===== src/hw/rtl/assert_macros.svh =====
// Assertion macros used by the deframer back end (iqd_back).
// Properties are clocked on i_clk and disabled while i_rst_n is low.
`ifndef ASSERT_MACROS_SVH
`define ASSERT_MACROS_SVH

`ifndef NO_ASSERTIONS

// Plain clocked property with reset disable
`define IQD_ASSERT(lbl, prop) \
    lbl: assert property (@(posedge i_clk) disable iff (!i_rst_n) prop) \
        else $error("iqd assertion failed");

// Same-cycle implication
`define IQD_ASSERT_IMPL(lbl, ante, cons) \
    `IQD_ASSERT(lbl, (ante) |-> (cons))

// Next-cycle implication
`define IQD_ASSERT_NEXT(lbl, ante, cons) \
    `IQD_ASSERT(lbl, (ante) |=> (cons))

`else

`define IQD_ASSERT(lbl, prop)
`define IQD_ASSERT_IMPL(lbl, ante, cons)
`define IQD_ASSERT_NEXT(lbl, ante, cons)

`endif

`endif


===== src/hw/rtl/iqd_pkg.sv =====
// Shared types and constants for the I/Q sync-word byte deframer.
// No dependencies.
package iqd_pkg;

    localparam int SAMPLE_W = 16;
    localparam int MAG_W    = SAMPLE_W + 1;
    localparam int THR_W    = 15;
    localparam int HDR_W    = 9;
    localparam int BYTE_W   = 8;
    localparam int CFG_IDX_W  = 2;
    localparam int CFG_DATA_W = THR_W;

    // Register indexes of the configuration port
    localparam logic [CFG_IDX_W-1:0] CFG_IDX_THRESHOLD = 2'd0;
    localparam logic [CFG_IDX_W-1:0] CFG_IDX_SYNC      = 2'd1;
    localparam logic [CFG_IDX_W-1:0] CFG_IDX_SYNC_INV  = 2'd2;

    // Reset values of the registers
    localparam logic [THR_W-1:0] THRESHOLD_RST = 15'd1200;
    localparam logic [HDR_W-1:0] SYNC_RST      = 9'b110101011;
    localparam logic [HDR_W-1:0] SYNC_INV_RST  = 9'b001010100;

    // Last bit position of a data byte
    localparam logic [2:0] LAST_BIT = 3'd7;

    // One qualified sample, already classified
    typedef struct packed {
        logic pos;  // at or above +threshold
        logic neg;  // at or below -threshold
    } t_bit_item;

    // Queue status seen by both sides
    typedef struct packed {
        logic empty;
        logic full;
    } t_fifo_stat;

endpackage


===== src/hw/rtl/iq_sync_word_byte_deframer_core.sv =====
// I/Q sync-word byte deframer: usage
// Input channel: one I/Q sample per word on i_sample_i / i_sample_q, taken at a
// rising edge with i_valid high and o_stall low. Samples whose stronger
// component is below the threshold are dropped at the front stage.
// Output channel: one recovered byte per word on o_data_byte with
// o_polarity_inverted, handed over on a rising edge with o_valid high and
// i_stall low. Nothing is produced for header bits.
// Config: i_cfg_valid / o_cfg_ready write port; index 0 threshold, 1 sync
// header, 2 inverted header; other indexes are ignored. o_cfg_ready is always
// high. Write only while the block is idle.
// Throughput: one sample per cycle while o_stall is low, set by the classify stage and
// one bit consumed per cycle by the header/byte sequencer while the output is not stalled.
// Path to o_valid: with the queue empty, the sample carrying the last bit passes the
// front register, then the queue, then the output register.
// Reset (synchronous, i_rst_n low) restores the register defaults, empties the
// queue and restarts the header hunt.
// When the receiver stalls a waiting byte, the byte holds and no bits are taken; the front
// register and queue absorb FifoDepth + 1 qualified samples before o_stall rises.
// Depends on iqd_pkg, iqd_front, iqd_fifo, iqd_back.
module iq_sync_word_byte_deframer_core import iqd_pkg::*; #(
    parameter int FifoDepth = 4
) (
    input  logic                       i_clk,
    input  logic                       i_rst_n,
    input  logic                       i_valid,
    output logic                       o_stall,
    input  logic signed [SAMPLE_W-1:0] i_sample_i,
    input  logic signed [SAMPLE_W-1:0] i_sample_q,
    output logic                       o_valid,
    input  logic                       i_stall,
    output logic [BYTE_W-1:0]          o_data_byte,
    output logic                       o_polarity_inverted,
    input  logic                       i_cfg_valid,
    output logic                       o_cfg_ready,
    input  logic [CFG_IDX_W-1:0]       i_cfg_index,
    input  logic [CFG_DATA_W-1:0]      i_cfg_data
);

    logic [THR_W-1:0] r_threshold;
    logic [HDR_W-1:0] r_sync;
    logic [HDR_W-1:0] r_sync_inv;
    t_fifo_stat       fifo_stat;
    t_bit_item        push_item;
    t_bit_item        pop_item;
    logic             push;
    logic             pop;

    assign o_cfg_ready = 1'b1;

    // Configuration registers
    always_ff @(posedge i_clk) begin
        if (!i_rst_n) begin
            r_threshold <= THRESHOLD_RST;
            r_sync      <= SYNC_RST;
            r_sync_inv  <= SYNC_INV_RST;
        end else if (i_cfg_valid && o_cfg_ready) begin
            case (i_cfg_index)
                CFG_IDX_THRESHOLD: r_threshold <= i_cfg_data[THR_W-1:0];
                CFG_IDX_SYNC:      r_sync      <= i_cfg_data[HDR_W-1:0];
                CFG_IDX_SYNC_INV:  r_sync_inv  <= i_cfg_data[HDR_W-1:0];
                default: begin
                end
            endcase
        end
    end

    iqd_front u_front (
        .i_clk       (i_clk),
        .i_rst_n     (i_rst_n),
        .i_valid     (i_valid),
        .o_stall     (o_stall),
        .i_sample_i  (i_sample_i),
        .i_sample_q  (i_sample_q),
        .i_threshold (r_threshold),
        .i_fifo_stat (fifo_stat),
        .o_push      (push),
        .o_item      (push_item)
    );

    iqd_fifo #(
        .Depth (FifoDepth)
    ) u_fifo (
        .i_clk   (i_clk),
        .i_rst_n (i_rst_n),
        .i_push  (push),
        .i_item  (push_item),
        .i_pop   (pop),
        .o_item  (pop_item),
        .o_stat  (fifo_stat)
    );

    iqd_back u_back (
        .i_clk               (i_clk),
        .i_rst_n             (i_rst_n),
        .i_fifo_stat         (fifo_stat),
        .i_item              (pop_item),
        .o_pop               (pop),
        .i_sync              (r_sync),
        .i_sync_inv          (r_sync_inv),
        .o_valid             (o_valid),
        .i_stall             (i_stall),
        .o_data_byte         (o_data_byte),
        .o_polarity_inverted (o_polarity_inverted)
    );

endmodule


===== src/hw/rtl/iqd_front.sv =====
// Front end: picks the stronger of I and Q, applies the threshold and
// classifies the sample. Depends on iqd_pkg.
module iqd_front import iqd_pkg::*; (
    input  logic                       i_clk,
    input  logic                       i_rst_n,
    input  logic                       i_valid,
    output logic                       o_stall,
    input  logic signed [SAMPLE_W-1:0] i_sample_i,
    input  logic signed [SAMPLE_W-1:0] i_sample_q,
    input  logic [THR_W-1:0]           i_threshold,
    input  t_fifo_stat                 i_fifo_stat,
    output logic                       o_push,
    output t_bit_item                  o_item
);

    logic [MAG_W-1:0] mag_i;
    logic [MAG_W-1:0] mag_q;
    logic [MAG_W-1:0] mag_a;
    logic             sign_a;
    logic             qualified;
    logic             r_valid;
    t_bit_item        r_item;
    t_bit_item        n_item;

    // Magnitudes in 17 bits so full-scale negative stays exact
    always_comb begin
        mag_i = i_sample_i[SAMPLE_W-1] ? MAG_W'(-{i_sample_i[SAMPLE_W-1], i_sample_i})
                                       : MAG_W'({i_sample_i[SAMPLE_W-1], i_sample_i});
        mag_q = i_sample_q[SAMPLE_W-1] ? MAG_W'(-{i_sample_q[SAMPLE_W-1], i_sample_q})
                                       : MAG_W'({i_sample_q[SAMPLE_W-1], i_sample_q});
    end

    // Q wins ties
    always_comb begin
        if (mag_i > mag_q) begin
            mag_a  = mag_i;
            sign_a = i_sample_i[SAMPLE_W-1];
        end else begin
            mag_a  = mag_q;
            sign_a = i_sample_q[SAMPLE_W-1];
        end
        qualified  = mag_a >= MAG_W'(i_threshold);
        // Once qualified, sign alone decides; zero counts both ways
        n_item.pos = !sign_a;
        n_item.neg = sign_a || (mag_a == '0);
    end

    // Stage register ahead of the queue
    assign o_stall = r_valid && i_fifo_stat.full;
    assign o_push  = r_valid && !i_fifo_stat.full;
    assign o_item  = r_item;

    always_ff @(posedge i_clk) begin
        if (!i_rst_n) begin
            r_valid <= 1'b0;
        end else if (!o_stall) begin
            r_valid <= i_valid && qualified;
        end
        if (!o_stall) begin
            r_item <= n_item;
        end
    end

endmodule


===== src/hw/rtl/iqd_fifo.sv =====
// Short queue of classified bits between front and back.
// Depends on iqd_pkg.
module iqd_fifo import iqd_pkg::*; #(
    parameter int Depth = 4
) (
    input  logic       i_clk,
    input  logic       i_rst_n,
    input  logic       i_push,
    input  t_bit_item  i_item,
    input  logic       i_pop,
    output t_bit_item  o_item,
    output t_fifo_stat o_stat
);

    localparam int AW = $clog2(Depth);
    localparam int CW = AW + 1;

    t_bit_item       r_mem [Depth];
    logic [AW-1:0]   r_wr;
    logic [AW-1:0]   r_rd;
    logic [CW-1:0]   r_count;
    logic            do_push;
    logic            do_pop;

    assign o_stat.empty = (r_count == '0);
    assign o_stat.full  = (r_count == CW'(Depth));
    assign do_push      = i_push && !o_stat.full;
    assign do_pop       = i_pop && !o_stat.empty;
    assign o_item       = r_mem[r_rd];

    // Pointers and fill count
    always_ff @(posedge i_clk) begin
        if (!i_rst_n) begin
            r_wr    <= '0;
            r_rd    <= '0;
            r_count <= '0;
        end else begin
            if (do_push) begin
                r_wr <= (r_wr == AW'(Depth - 1)) ? '0 : r_wr + 1'b1;
            end
            if (do_pop) begin
                r_rd <= (r_rd == AW'(Depth - 1)) ? '0 : r_rd + 1'b1;
            end
            if (do_push && !do_pop) begin
                r_count <= r_count + 1'b1;
            end else if (do_pop && !do_push) begin
                r_count <= r_count - 1'b1;
            end
        end
    end

    // Storage
    always_ff @(posedge i_clk) begin
        if (do_push) begin
            r_mem[r_wr] <= i_item;
        end
    end

endmodule


===== src/hw/rtl/iqd_back.sv =====
// Back end: header hunt, byte assembly and output register.
// Depends on iqd_pkg and assert_macros.svh.
`include "assert_macros.svh"

module iqd_back import iqd_pkg::*; (
    input  logic              i_clk,
    input  logic              i_rst_n,
    input  t_fifo_stat        i_fifo_stat,
    input  t_bit_item         i_item,
    output logic              o_pop,
    input  logic [HDR_W-1:0]  i_sync,
    input  logic [HDR_W-1:0]  i_sync_inv,
    output logic              o_valid,
    input  logic              i_stall,
    output logic [BYTE_W-1:0] o_data_byte,
    output logic              o_polarity_inverted
);

    logic              r_hunt;
    logic              n_hunt;
    logic [HDR_W-1:0]  r_window;
    logic [HDR_W-1:0]  n_window;
    logic              r_inv;
    logic              n_inv;
    logic [2:0]        r_bit_cnt;
    logic [2:0]        n_bit_cnt;
    logic [BYTE_W-1:0] r_shift;
    logic [BYTE_W-1:0] n_shift;
    logic              r_out_valid;
    logic [BYTE_W-1:0] r_byte;
    logic              r_pol;
    logic [HDR_W-1:0]  window_nx;
    logic [BYTE_W-1:0] shift_nx;
    logic              data_bit;
    logic              emit;

    // Take a bit whenever one is queued and the output register can accept a byte
    assign o_pop     = !i_fifo_stat.empty && !(r_out_valid && i_stall);
    assign window_nx = {r_window[HDR_W-2:0], i_item.pos};
    assign data_bit  = r_inv ? i_item.neg : i_item.pos;
    assign shift_nx  = {r_shift[BYTE_W-2:0], data_bit};

    // Hunt / gather sequencing
    always_comb begin
        n_hunt    = r_hunt;
        n_window  = r_window;
        n_inv     = r_inv;
        n_bit_cnt = r_bit_cnt;
        n_shift   = r_shift;
        emit      = 1'b0;
        if (o_pop) begin
            if (r_hunt) begin
                n_window = window_nx;
                if ((window_nx == i_sync) || (window_nx == i_sync_inv)) begin
                    // normal polarity wins when both headers match
                    n_inv     = (window_nx != i_sync);
                    n_window  = '0;
                    n_hunt    = 1'b0;
                    n_bit_cnt = '0;
                    n_shift   = '0;
                end
            end else begin
                n_bit_cnt = r_bit_cnt + 1'b1;
                n_shift   = shift_nx;
                if (r_bit_cnt == LAST_BIT) begin
                    emit   = 1'b1;
                    n_hunt = 1'b1;
                end
            end
        end
    end

    always_ff @(posedge i_clk) begin
        if (!i_rst_n) begin
            r_hunt      <= 1'b1;
            r_window    <= '0;
            r_inv       <= 1'b0;
            r_bit_cnt   <= '0;
            r_shift     <= '0;
            r_out_valid <= 1'b0;
        end else begin
            r_hunt    <= n_hunt;
            r_window  <= n_window;
            r_inv     <= n_inv;
            r_bit_cnt <= n_bit_cnt;
            r_shift   <= n_shift;
            if (emit) begin
                r_out_valid <= 1'b1;
            end else if (!i_stall) begin
                r_out_valid <= 1'b0;
            end
        end
        // Output payload
        if (emit) begin
            r_byte <= shift_nx;
            r_pol  <= r_inv;
        end
    end

    assign o_valid             = r_out_valid;
    assign o_data_byte         = r_byte;
    assign o_polarity_inverted = r_pol;

    // A byte only leaves after the eighth data bit
    `IQD_ASSERT_NEXT(a_emit_after_eight, emit, r_out_valid && r_hunt && (r_bit_cnt == '0))
    // Never pull a bit while a stalled byte is still waiting
    `IQD_ASSERT_IMPL(a_no_pop_on_stall, r_out_valid && i_stall, !o_pop)
    // A header match always starts a fresh byte
    `IQD_ASSERT_NEXT(a_hdr_clears, o_pop && r_hunt && !n_hunt,
                     (r_bit_cnt == '0) && (r_shift == '0) && (r_window == '0))

endmodule


===== config.mk =====
export PLATFORM = sky130hd
export DESIGN_NAME = iq_sync_word_byte_deframer_core
export DESIGN_NICKNAME = d
export VERILOG_FILES = /design/src/hw/rtl/iqd_pkg.sv /design/src/hw/rtl/iq_sync_word_byte_deframer_core.sv /design/src/hw/rtl/iqd_front.sv /design/src/hw/rtl/iqd_fifo.sv /design/src/hw/rtl/iqd_back.sv
export VERILOG_INCLUDE_DIRS = /design/src /design/src/hw/rtl
export SDC_FILE = /design/constraint.sdc
export NUM_CORES = 1
export LEC_CHECK = 0
export BUFFER_PORTS_ARGS = -buffer_cell sky130_fd_sc_hd__buf_2
export CORE_ASPECT_RATIO = 1.5
export CORE_MARGIN = 4
export CORE_UTILIZATION = 45
export DETAILED_ROUTE_END_ITERATION = 10
export GPL_TIMING_DRIVEN = 0
export PLACE_DENSITY_LB_ADDON = 0.15
export SYNTH_ARGS = -nofsm -noshare
export SYNTH_HDL_FRONTEND = slang
export SYNTH_HIERARCHICAL = 1
export SYNTH_SLANG_ARGS = --single-unit

===== constraint.sdc =====
create_clock -name i_clk -period 4.8 [get_ports i_clk]
set_input_delay 0.24 -clock i_clk [delete_from_list [all_inputs] [get_ports i_clk]]
set_output_delay 0.24 -clock i_clk [all_outputs]
set_load 0.02 [all_outputs]

==> summary.txt <==
Place
  – Cell Count Post-Placement: 789
  – Port bufs: 63
  – Final GP Congestion: 0.878
  – Dpl hpwl: 10.3 mm

STA
  – Slew Limit Fails: 0
  – Slew HR: 61.3%
  – Crit share post-route: 98.3%
  – Setup Viol. Count Final: 0
  – Final Critical Period: 4.72 ns
  – Max Clock Freq: 0.212 GHz
  – Clock Skew: 0.00485 ns
  – Worst-margin pin slew: 0.575 ns
  – Final Hold Vio Count: 0

Finish
  – Filler cell count: 1,055
  – Storage element area: 0.00185 mm^2
  – Fin nets: 757
  – Layout cells sized above 1: 21.7%
  – Multi-input gate area: 0.00330 mm^2
  – Post-route insts no fill: 815
  – Util after Layout: 55.4%
  – Synthesis-to-layout area growth: 20.0%
  – Diodes inserted: 0

Synth
  – Post-synth EDFFs: 19
  – Count leader, synth: dfxtp_1
  – Prevailing post-synth register cell: dfxtp_1
  – Synth warnings: 6
  – Syn Area/Cell: 9.28 um^2
  – Library cells used by synthesis: 63
  – FFs w/ async S/R, synth: 0%
  – Post-Syn Area: 0.00535 mm^2
  – Top post-synthesis cells by area: dfxtp_1, edfxtp_1, ha_1, mux2i_1, xor2_1
  – Post-synthesis cell count: 576
  – Cell taking the most area after synthesis: dfxtp_1
  – Yosys top cell area share: 24.0%
  – Sequential area share after synthesis: 34.6%
  – Synth cell count leaders: dfxtp_1, nand2_1, inv_1, mux2i_1, ha_1
  – Synth Register Bits: 83
  – Mapped Nets: 673

Floorplan
  – Top-level port count: 66
  – Core ar.: 0.0116 mm^2
  – Die W: 97.0 um
  – Die area: 0.0137 mm^2
  – Initial Util: 46.1%
  – Rows: 48
  – Die Ht: 142 um

Global routing
  – Global route hottest layer: met2
  – Pin count of the biggest net entering global routing: 14
  – Grt met1 use: 18.8%
  – Vias in the first global route: 4,526
  – GR Overflow Total: 0
  – Global-route wire length before repair: 21.0 mm
  – Initial antenna violation count: 0
  – Met3 Use GR: 3.10%
  – Overall routing resource usage: 18.9%
  – GR Layer Usage met2: 36.0%

Clock network
  – Clock transition at path regs: 0.06 ns
  – Clock root buffer: clkbuf_16
  – CTS sink count: 83
  – Hold Buf Count CTS: 0
  – Clock Latency Late Sink: 0.34 ns
  – CTS Buffer Depth: 2
  – H-tree levels: 3
  – CTS tree: yes
  – CTS buffer count: 9

Min path
  – Hold Path Class: primary input to flop
  – Hold Crit Depth: 3
  – Hold Path Origin: i_cfg_data[14]

Worst setup path
  – CP endpoint kind: flop
  – Worst R2R Start: u_fifo/r_count[1]
  – Required time of the critical path: 5.03 ns
  – Worst reg2reg path depth: 9
  – Critical Path Start: i_sample_i[0]
  – Worst Setup Path Type: primary input to flop
  – Setup crit start kind: primary input
  – Max FO, Critical Path: 5
  – Critical path arrival: 4.95 ns

Power and ir drop
  – P per Cell Area: 322 mW/mm^2
  – Power Total: 2070 uW
  – Reg power frac: 38.5%
  – Switching Share: 29.4%
  – Total net switching power: 608 uW
  – Worst VDD drop: 0.211 mV
  – Cell-internal power: 1460 uW
  – Leak: 0.00278 uW
  – Combinational power share: 26.5%
  – Clock power share: 35.0%

Drt
  – TritonRoute pass-1 iters: 4
  – Vias/cell: 5.42
  – Total Wirelength: 13.0 mm
  – Post-DRT Antenna Nets: 0
  – DR DRC count: 0
  – Via Count: 4,417
  – 1st-iter DRT viols: 168
  – Routed wire length per instance: 15.9 um

Run
  – Max-cap viol count: 0

Outcome
  – Status: completed
[layout by cell type, fill, tap and decap left out, types with 3 or more instances in the layout]
cell / instances
a21o_1: 6
a21oi_1: 11
a22oi_1: 9
a31oi_1: 3
and2_1: 8
and3b_1: 3
buf_2: 70
buf_4: 10
buf_6: 7
clkbuf_1: 13
clkbuf_16: 10
conb_1: 3
dfxtp_1: 64
edfxtp_1: 19
ha_1: 40
inv_1: 44
mux2i_1: 43
nand2_1: 60
nand2b_1: 4
nand3_1: 22
nand4_1: 10
nand4b_1: 6
nor2_1: 5
nor2b_1: 18
nor3_1: 8
nor4_1: 3
o211ai_1: 7
o21ai_0: 27
o21ai_1: 5
o31ai_1: 9
o41ai_2: 4
or3_1: 4
or4_1: 5
or4_4: 3
xnor2_1: 16
xor2_1: 29
[timing repair]
action | in CTS | in global routing
cloned | 0 | 1
pin swaps | 4 | 15
gates resized for setup | 12 | 22
setup buffers | 5 | 5
hold endpoints to repair | 0 | 0
endpoints found under the setup margin | 1 | 1
[metal layers]
layer | share of wire, % | up-vias | routed length [um]
li1 | - | 2218 | -
met3 | 3.2 | 39 | 413
met4 | 4.9 | 0 | 637
met1 | 37 | 2058 | 4820
met2 | 55 | 102 | 7120
met5 | 0 | - | 0
[registers in the layout, summed over array words and instances, names as in the netlist, 7 cells and up, named ones only]
name / cells
r_threshold: 15
r_sync: 9
r_sync_inv: 9
u_back/o_data_byte: 8
u_back/r_window: 8
u_fifo/r_mem: 8
u_back/r_shift: 7
[final timing paths]
path / end / slack (ns)
min: r_threshold[14] / 0.15
min reg2reg: r_threshold[6] / 0.46
max reg2reg: u_fifo/r_count[2] / 2.41
max: u_front/r_valid / 0.08
[logic make-up after synthesis]
logic type | share of synthesized area, %
XOR/XNOR | 7.84
multiplexers | 9.69
AO/OA/AOI/OAI | 12.6
AND/OR/NAND/NOR | 18.8
buffers and inverters | 6.11
other | 0.211
flip-flops | 34.6
adder cells (fa/ha/maj) | 10.2
[through the flow]
step	cell area (um^2)	setup WS [ns]	setup TNS [ns]	hold slack, ns
2_1_floorplan	5350	0.0498	0	0.382
3_3_place_gp	5860	-1.02	-1.02	0.446
3_5_place_dp	5860	-1.05	-1.05	0.446
4_1_cts	6250	0.00472	0	0.134
5_1_grt	6420	-0.0487	-0.0487	0.174
6_report	6420	0.0820	0	0.145
[power by group through the flow]
stage / sequential, uW / clock (uW) / combinational [uW]
6_report: 795 / 722 / 548
5_1_grt: 802 / 764 / 611
4_1_cts: 796 / 739 / 505
3_5_place_dp: 811 / 0 / 487
3_3_place_gp: 808 / 0 / 470
2_1_floorplan: 800 / 0 / 353
[final cells by class]
cell class              instances  share of cell area [%]
multi-input cells             419                    51.4
flip-flops and latches         83                    28.8
repair buffers                 74                    6.63
clock buffers                  11                    3.63
well taps                     150                    2.92
plain buffers                  28                    2.77
inverters                      45                    2.63
clock inverters                 5                    1.21
[worst max-delay path, cell delays in order]
cell,delay [ns]
clkbuf_4,0.14
inv_2,0.06
ha_2,0.17
or3b_4,0.40
or3_4,0.43
o21ai_1,0.16
xor2_1,0.28
inv_1,0.08
ha_1,0.31
nand4_1,0.27
nor4_4,0.35
a22oi_2,0.13
buf_6,0.15
buf_12,0.13
mux2i_2,0.14
ha_1,0.33
and3_4,0.19
a221o_1,0.32
a21o_1,0.17
a211oi_2,0.20
o21ai_1,0.10
o221a_1,0.20
Power figures use the tool's default switching activity.
